===== config.mk =====
export PLATFORM = sky130hd
export DESIGN_NAME = bounded_list_insert_remove_slice
export DESIGN_NICKNAME = d
export VERILOG_FILES = /design/src/blis_pkg.sv /design/src/blis_ram.sv /design/src/bounded_list_insert_remove_slice.sv
export VERILOG_INCLUDE_DIRS = /design/src /design/src/src
export SDC_FILE = /design/constraint.sdc
export NUM_CORES = 2
export LEC_CHECK = 0
export BUFFER_PORTS_ARGS = -buffer_cell sky130_fd_sc_hd__buf_4
export CAP_MARGIN = 20
export CORE_MARGIN = 2
export CORE_UTILIZATION = 56
export DETAILED_ROUTE_END_ITERATION = 7
export PLACE_DENSITY = 0.75
export SLEW_MARGIN = 20
export SYNTH_ARGS = -nofsm -noshare
export SYNTH_HDL_FRONTEND = slang
export SYNTH_SLANG_ARGS = --single-unit

===== constraint.sdc =====
create_clock -name clk -period 5.3 [get_ports clk]
set_input_delay 0.265 -clock clk [delete_from_list [all_inputs] [get_ports clk]]
set_output_delay 0.265 -clock clk [all_outputs]
set_load 0.02 [all_outputs]

===== src/assert_macros.svh =====
// Concurrent assertion helpers, clocked on a rising edge and disabled in reset.
`ifndef ASSERT_MACROS_SVH
`define ASSERT_MACROS_SVH

// Property must hold at every edge outside reset.
`define ASSERT_HOLDS(label, clk, rst_n, prop, msg) \
	label: assert property (@(posedge clk) disable iff (!rst_n) (prop)) else $error(msg);

// Condition must never be seen at an edge outside reset.
`define ASSERT_NEVER(label, clk, rst_n, cond, msg) \
	label: assert property (@(posedge clk) disable iff (!rst_n) !(cond)) else $error(msg);

`endif


===== src/blis_pkg.sv =====
package blis_pkg;

	localparam int CAPACITY_DEF   = 32;
	localparam int WORD_WIDTH_DEF = 32;

	// Common width for comparing slice bounds against the fill count.
	localparam int CMP_W = 7;

	localparam logic [1:0] OP_INSERT = 2'd0;
	localparam logic [1:0] OP_REMOVE = 2'd1;
	localparam logic [1:0] OP_SLICE  = 2'd2;

	localparam logic [1:0] STAT_OK    = 2'd0;
	localparam logic [1:0] STAT_FULL  = 2'd1;
	localparam logic [1:0] STAT_DUP   = 2'd2;
	localparam logic [1:0] STAT_EMPTY = 2'd3;

	typedef struct packed {
		logic [1:0]  op;
		logic [31:0] word;
		logic [5:0]  slice_start;
		logic [5:0]  slice_end;
	} in_item_t;

	typedef struct packed {
		logic [1:0]  status;
		logic [31:0] out_word;
		logic [5:0]  out_index;
		logic        word_valid;
		logic [5:0]  removed_count;
		logic [5:0]  fill_count;
		logic        last;
	} out_item_t;

endpackage


===== src/blis_ram.sv =====
module blis_ram import blis_pkg::*; #(
	parameter int DEPTH = CAPACITY_DEF,
	parameter int WIDTH = WORD_WIDTH_DEF,
	parameter int AW    = (DEPTH > 1) ? $clog2(DEPTH) : 1
) (
	input  logic             clk,
	input  logic             wr_en,
	input  logic [AW-1:0]    wr_addr,
	input  logic [WIDTH-1:0] wr_data,
	input  logic             rd_en,
	input  logic [AW-1:0]    rd_addr,
	output logic [WIDTH-1:0] rd_data
);

	logic [WIDTH-1:0] mem [DEPTH];
	logic [WIDTH-1:0] rd_data_q;

	always_ff @(posedge clk) begin
		if (wr_en) begin
			mem[wr_addr] <= wr_data;
		end
	end

	always_ff @(posedge clk) begin
		if (rd_en) begin
			rd_data_q <= mem[rd_addr];
		end
	end

	assign rd_data = rd_data_q;

endmodule


===== src/bounded_list_insert_remove_slice.sv =====
// Channel   Direction  Handshake            Payload
// cfg       in         cfg_wen              cfg_wdata (allow_duplicates)
// in        in         in_valid / in_stall  in_data   (in_item_t)
// out       out        out_valid / out_stall out_data (out_item_t)
//
// Insert with duplicates allowed or a full list: the result is registered, then loaded into the output.
// Duplicate-checked insert and remove: a scan over the held entries, one entry
// per cycle through the single read port of the entry RAM and one shared comparator.
// Slice of n entries: one entry per cycle from the same read port while out is not stalled.
// Reset clears the fill count and state; entries are not cleared.
// A stalled output holds the sequencer; in_stall is high until the last result is loaded.
`include "assert_macros.svh"

module bounded_list_insert_remove_slice import blis_pkg::*; #(
	parameter int CAPACITY   = CAPACITY_DEF,
	parameter int WORD_WIDTH = WORD_WIDTH_DEF
) (
	input  logic      clk,
	input  logic      arst_n,
	input  logic      cfg_wen,
	input  logic      cfg_wdata,
	input  logic      in_valid,
	output logic      in_stall,
	input  in_item_t  in_data,
	output logic      out_valid,
	input  logic      out_stall,
	output out_item_t out_data
);

	localparam int CNT_W = $clog2(CAPACITY + 1);
	localparam int IDX_W = (CAPACITY > 1) ? $clog2(CAPACITY) : 1;

	typedef enum logic [4:0] {
		S_IDLE   = 5'b00001,
		S_SCAN   = 5'b00010,
		S_FIN    = 5'b00100,
		S_SL_RD  = 5'b01000,
		S_SL_OUT = 5'b10000
	} state_t;

	state_t                state_q, state_d;
	logic                  allow_q;
	logic [CNT_W-1:0]      held_q, held_d;
	logic [CNT_W-1:0]      i_q, i_d;
	logic [CNT_W-1:0]      e_q, e_d;
	logic [CNT_W-1:0]      kept_q, kept_d;
	logic [CNT_W-1:0]      removed_q, removed_d;
	logic                  pv_q, pv_d;
	logic [1:0]            op_q, op_d;
	logic [WORD_WIDTH-1:0] w_q, w_d;
	out_item_t             res_q, res_d;
	out_item_t             out_q, load_data;
	logic                  out_valid_q;
	logic                  load_out;

	logic                  rd_en, wr_en;
	logic [IDX_W-1:0]      rd_addr, wr_addr;
	logic [WORD_WIDTH-1:0] wr_data, rdata;
	logic [63:0]           rd_wide;
	logic [WORD_WIDTH-1:0] w_in;
	logic [CMP_W-1:0]      s_ext, e_ext, held_ext, e_clamp;
	logic [CNT_W-1:0]      i_nxt;
	logic                  hit, out_free;

	blis_ram #(
		.DEPTH (CAPACITY),
		.WIDTH (WORD_WIDTH),
		.AW    (IDX_W)
	) u_ram (
		.clk     (clk),
		.wr_en   (wr_en),
		.wr_addr (wr_addr),
		.wr_data (wr_data),
		.rd_en   (rd_en),
		.rd_addr (rd_addr),
		.rd_data (rdata)
	);

	assign w_in     = WORD_WIDTH'(in_data.word);
	assign rd_wide  = 64'(rdata);
	assign s_ext    = CMP_W'(in_data.slice_start);
	assign e_ext    = CMP_W'(in_data.slice_end);
	assign held_ext = CMP_W'(held_q);
	// Clamp the end to the last held entry; only used when start is below held.
	assign e_clamp  = (e_ext > held_ext - 1'b1) ? held_ext - 1'b1 : e_ext;
	assign i_nxt    = i_q + 1'b1;
	// Shared comparator: the entry read last cycle against the held word.
	assign hit      = pv_q && (rdata == w_q);
	assign out_free = !out_valid_q || !out_stall;
	assign in_stall = (state_q != S_IDLE);

	always_comb begin
		state_d   = state_q;
		held_d    = held_q;
		i_d       = i_q;
		e_d       = e_q;
		kept_d    = kept_q;
		removed_d = removed_q;
		pv_d      = 1'b0;
		op_d      = op_q;
		w_d       = w_q;
		res_d     = res_q;
		rd_en     = 1'b0;
		rd_addr   = i_q[IDX_W-1:0];
		wr_en     = 1'b0;
		wr_addr   = held_q[IDX_W-1:0];
		wr_data   = w_q;
		load_out  = 1'b0;
		load_data = '0;
		unique case (state_q)
			S_IDLE: begin
				if (in_valid) begin
					op_d             = in_data.op;
					w_d              = w_in;
					i_d              = '0;
					kept_d           = '0;
					removed_d        = '0;
					res_d            = '0;
					res_d.status     = STAT_OK;
					res_d.last       = 1'b1;
					res_d.fill_count = 6'(held_q);
					unique case (in_data.op)
						OP_INSERT: begin
							if (held_q >= CNT_W'(CAPACITY)) begin
								res_d.status = STAT_FULL;
								state_d      = S_FIN;
							end else if (allow_q) begin
								wr_en            = 1'b1;
								wr_data          = w_in;
								held_d           = held_q + 1'b1;
								res_d.fill_count = 6'(held_q + 1'b1);
								state_d          = S_FIN;
							end else begin
								state_d = S_SCAN;
							end
						end
						OP_REMOVE: begin
							state_d = S_SCAN;
						end
						OP_SLICE: begin
							if (s_ext >= held_ext || e_clamp < s_ext) begin
								res_d.status = STAT_EMPTY;
								state_d      = S_FIN;
							end else begin
								i_d     = CNT_W'(s_ext);
								e_d     = CNT_W'(e_clamp);
								state_d = S_SL_RD;
							end
						end
						default: begin
							state_d = S_FIN;
						end
					endcase
				end
			end
			S_SCAN: begin
				// Issue the next read while the previous entry is compared.
				if (i_q < held_q) begin
					rd_en = 1'b1;
					i_d   = i_nxt;
					pv_d  = 1'b1;
				end
				if (op_q == OP_INSERT) begin
					if (hit) begin
						res_d.status = STAT_DUP;
						pv_d         = 1'b0;
						state_d      = S_FIN;
					end else if (!pv_q && i_q == held_q) begin
						wr_en            = 1'b1;
						held_d           = held_q + 1'b1;
						res_d.fill_count = 6'(held_q + 1'b1);
						state_d          = S_FIN;
					end
				end else begin
					if (pv_q) begin
						if (hit && (allow_q || removed_q == '0)) begin
							removed_d = removed_q + 1'b1;
						end else begin
							// Compact: move the kept entry down to the next free slot.
							wr_en   = 1'b1;
							wr_addr = kept_q[IDX_W-1:0];
							wr_data = rdata;
							kept_d  = kept_q + 1'b1;
						end
					end else if (i_q == held_q) begin
						held_d              = kept_q;
						res_d.removed_count = 6'(removed_q);
						res_d.fill_count    = 6'(kept_q);
						state_d             = S_FIN;
					end
				end
			end
			S_FIN: begin
				if (out_free) begin
					load_out  = 1'b1;
					load_data = res_q;
					state_d   = S_IDLE;
				end
			end
			S_SL_RD: begin
				rd_en   = 1'b1;
				state_d = S_SL_OUT;
			end
			S_SL_OUT: begin
				if (out_free) begin
					load_out             = 1'b1;
					load_data.status     = STAT_OK;
					load_data.out_word   = rd_wide[31:0];
					load_data.out_index  = 6'(i_q);
					load_data.word_valid = 1'b1;
					load_data.fill_count = 6'(held_q);
					load_data.last       = (i_q == e_q);
					if (i_q == e_q) begin
						state_d = S_IDLE;
					end else begin
						i_d     = i_nxt;
						rd_en   = 1'b1;
						rd_addr = i_nxt[IDX_W-1:0];
					end
				end
			end
			default: begin
				state_d = S_IDLE;
			end
		endcase
	end

	always_ff @(posedge clk or negedge arst_n) begin
		if (!arst_n) begin
			state_q     <= S_IDLE;
			held_q      <= '0;
			allow_q     <= 1'b1;
			pv_q        <= 1'b0;
			out_valid_q <= 1'b0;
		end else begin
			state_q <= state_d;
			held_q  <= held_d;
			pv_q    <= pv_d;
			if (cfg_wen) begin
				allow_q <= cfg_wdata;
			end
			if (load_out) begin
				out_valid_q <= 1'b1;
			end else if (!out_stall) begin
				out_valid_q <= 1'b0;
			end
		end
	end

	always_ff @(posedge clk) begin
		i_q       <= i_d;
		e_q       <= e_d;
		kept_q    <= kept_d;
		removed_q <= removed_d;
		op_q      <= op_d;
		w_q       <= w_d;
		res_q     <= res_d;
		if (load_out) begin
			out_q <= load_data;
		end
	end

	assign out_valid = out_valid_q;
	assign out_data  = out_q;

	`ASSERT_HOLDS(a_held_bound, clk, arst_n, held_q <= CNT_W'(CAPACITY), "fill count beyond capacity")
	`ASSERT_HOLDS(a_scan_books, clk, arst_n, (state_q == S_SCAN && op_q == OP_REMOVE) |-> ((kept_q + removed_q + CNT_W'(pv_q)) == i_q), "remove scan lost track of entries")
	`ASSERT_NEVER(a_slice_status, clk, arst_n, out_valid_q && out_q.word_valid && (out_q.status != STAT_OK || out_q.removed_count != '0), "slice entry with bad status")
	`ASSERT_HOLDS(a_not_last, clk, arst_n, (out_valid_q && !out_q.last) |-> (state_q == S_SL_OUT), "non-final result outside slice readout")

endmodule

==> run metrics <==
CP Class reg -> reg; Synth Register Bits roughly 1200; Setup crit end kind flip-flop; via count roughly 31000; largest net degree at the start of global routing 92; first-pass GRT wire length 188000 um; PnR worst setup slack a little over 0.6 ns; Layout fillers about 5800; P&R area growth vs syn 15.6%; ranking of synthesized cells by area edfxtp_1, nand2_1, nand3_1; Post-synth EDFFs roughly 1200; reg-to-reg startpoint held_q[0]; Reg clk slew, reported paths around 0.06 ns; R2R cell count 18; RSZ-0062 raised after global routing false; final core occ 0.653; Worst Path Max Fanout 12; Routed WL per cell roughly 26 um; average cell area after synthesis between 10 and 15 sq um; Via-to-Cell Ratio 6.30; final-report max-slew violation count 0; P per Cell Area about 510 nW/um^2; die width slightly below 300 um; max-cap violations 0; Leak 18.9 nW; Rows between 100 and 150; VDD IR max between 0.0003 and 0.0004 V; area of the core about 85000 sq um; Final setup viols 0; placed cells ~4700; Final ANT Viol Nets 0; Rel. slew slack 0.262; overall die height around 300 um; DR DRC count 0; DR pass1 iterations 8; share of post-route cells with drive strength above 1 0.132; Final Skew between 0.05 and 0.06 ns; nature of the critical path startpoint flip-flop; Async S/R FF share, synth 0.0117; required time worst endpoint approximately 5.6 ns; Synth cell types between 50 and 60; htree depth 3; Final Cycle Share 0.885; top cell type by total area after synthesis edfxtp_1; R2R setup slack 0.61 ns; CTS buffer count between 100 and 150; Total GRT Usage 0.287; hold crit path type in -> async; register area share after synthesis 0.745; Reg-to-Reg End e_q[3]; Synth top area share 0.737; Post-Layout Cell Count between 4000 and 5000; starting density of the core 0.565; crit path DAT 5.02 ns; CTS Buffer Depth 3; post-synthesis net count roughly 3600; I/O pins 108; clock insertion delay at the later pin of the skew report between 0.7 and 0.8 ns; minimum clock period after layout between 4 and 5 ns; Die ar. a little under 90000 sq um; Root Buffer clkbuf_16; TritonCTS clock tree done; Initial DRC Count about 4800; Hold Violations, Final 0; drt total wl between 100000 and 150000 um; routability cong. 0.867; synthesized instance count 3490; CTS sink cnt between 1000 and 1500; status finished, final reports clean; initial antenna violation count 2; vias in the first global route around 30000; worst slew pin tran 1.11 ns; Synthesis Warnings 0; Mapped Area between 40000 and 50000 sq um; Post-CTS Setup Bufs 0; GRT overflow 0; IO Port Bufs 107; Setup TNS 0 ns; dpl hpwl approximately 71000 um; pre-CTS setup slack between 0.6 and 0.7 ns; Max Clock Freq 213 MHz; Post-synth top flop edfxtp_1; Final #Nets roughly 3800
-- critical path, cell delays in order, from the launching register on --
cell and delay [ns]:
dfrtp_1 0.56, inv_1 0.21, ha_1 0.28, nand3_1 0.10
xnor2_1 0.10, ha_1 0.31, nand3_1 0.09, o21bai_1 0.16
a31oi_1 0.25, nand2_1 0.22, nand2_1 0.12, o21ai_0 0.13
ha_1 0.33, o21a_1 0.11, o2111ai_1 0.10, a21o_1 0.19
a41o_1 0.21, a211o_1 0.43, nor2_1 0.43
-- cell usage in the layout, fill, tap and decap left out, drive strengths merged, types with 49 or more instances in the layout --
cell         count
dlygate4sd3     51
mux2i          104
clkbuf         134
edfxtp        1182
and2            49
buf            250
nand2          942
clkinv          53
nor2            82
a31oi          103
a32oi           99
nand3          343
-- layer usage --
layer,vias to the layer above,track usage,wire (um)
met5,-,0,19
met3,329,0.0543,14200
met4,2,0.114,4990
met2,1987,0.454,60100
met1,15300,0.399,49000
li1,13400,-,-
-- metrics by stage --
stage	instance area (sq um)	hold WS (ns)	power (mW)
after CTS	55600	0.0547	28.3
after detailed placement	51400	0.146	20.2
after global placement	51400	0.146	20.1
after global routing	55600	0.0895	29.5
after floorplan	48100	-0.0306	17.2
final	55600	0.0861	28.4
-- area by class of cell --
type,instances,area [sq um],area share
Multi-Input combinational cell,2058,11600,0.209
Tap cell,1144,1430,0.0257
Timing Repair Buffer,301,2850,0.0512
Antenna cell,1,2.50,0.0000450
Sequential cell,1196,35800,0.644
Clock inverter,70,805,0.0145
Inverter,27,101,0.00182
Clock buffer,134,2960,0.0532
-- state kept, by name, indices dropped and copies added (netlist names) --
name	cells
state_q	5
u_ram.mem	1024
u_ram.rd_data	32
out_valid	1
e_q	6
res_q	14
w_q	32
i_q	6
allow_q	1
held_q	6
removed_q	6
pv_q	1
out_data	54
kept_q	6
op_q	2
-- worst max path at each step --
| stage | slack [ns] | startpoint | endpoint |
|---|---|---|---|
| after floorplan | 0.98 | held_q[3] | u_ram.rd_data[0] |
| after global placement | 0.67 | held_q[0] | e_q[0] |
| after detailed placement | 0.67 | held_q[0] | e_q[4] |
| after CTS | 0.63 | held_q[0] | e_q[3] |
| after global routing | 0.26 | held_q[0] | e_q[3] |
| final | 0.61 | held_q[0] | e_q[3] |
-- logic make-up after synthesis --
group / share of synthesized area
adders and majority gates: 0.00780
and+or+nand+nor: 0.133
buffers and inverters: 0.0220
AOI/OAI and AO/OA: 0.0595
muxes: 0.0228
DFF: 0.745
xor gates and xnor gates: 0.00983
-- cell usage after synthesis, drive strengths merged, types with 3 or more instances --
cell type / count
a31oi: 103
edfxtp: 1182
mux2: 5
o22ai: 10
nor3: 14
and2: 49
and3: 5
a2111oi: 33
xor2: 42
or2: 3
o21ai: 28
nand2: 942
nand2b: 5
nand4: 35
mux2i: 104
nor4: 11
clkinv: 3
xnor2: 12
buf: 114
ha: 30
a32oi: 99
a21o: 15
nand3: 343
nand4b: 3
dfrtp: 12
clkbuf: 95
nor2b: 4
inv: 24
nor2: 82
o41a: 3
a22oi: 36
o21bai: 4
a21oi: 20
-- what timing repair did --
item | 4_1_cts | 5_1_grt
hold endpoints to repair | 65 | 0
gates resized for setup | 0 | 0
hold buffers | 51 | 0
setup endpoints to repair | 0 | 0
-- report_power, final --
group | switching, mW | internal (mW) | total, mW
Combinational | 5.85 | 2.78 | 8.63
Clock | 3.49 | 4.67 | 8.16
Sequential | 0.322 | 11.3 | 11.7
(Power assumes the default switching activity.)
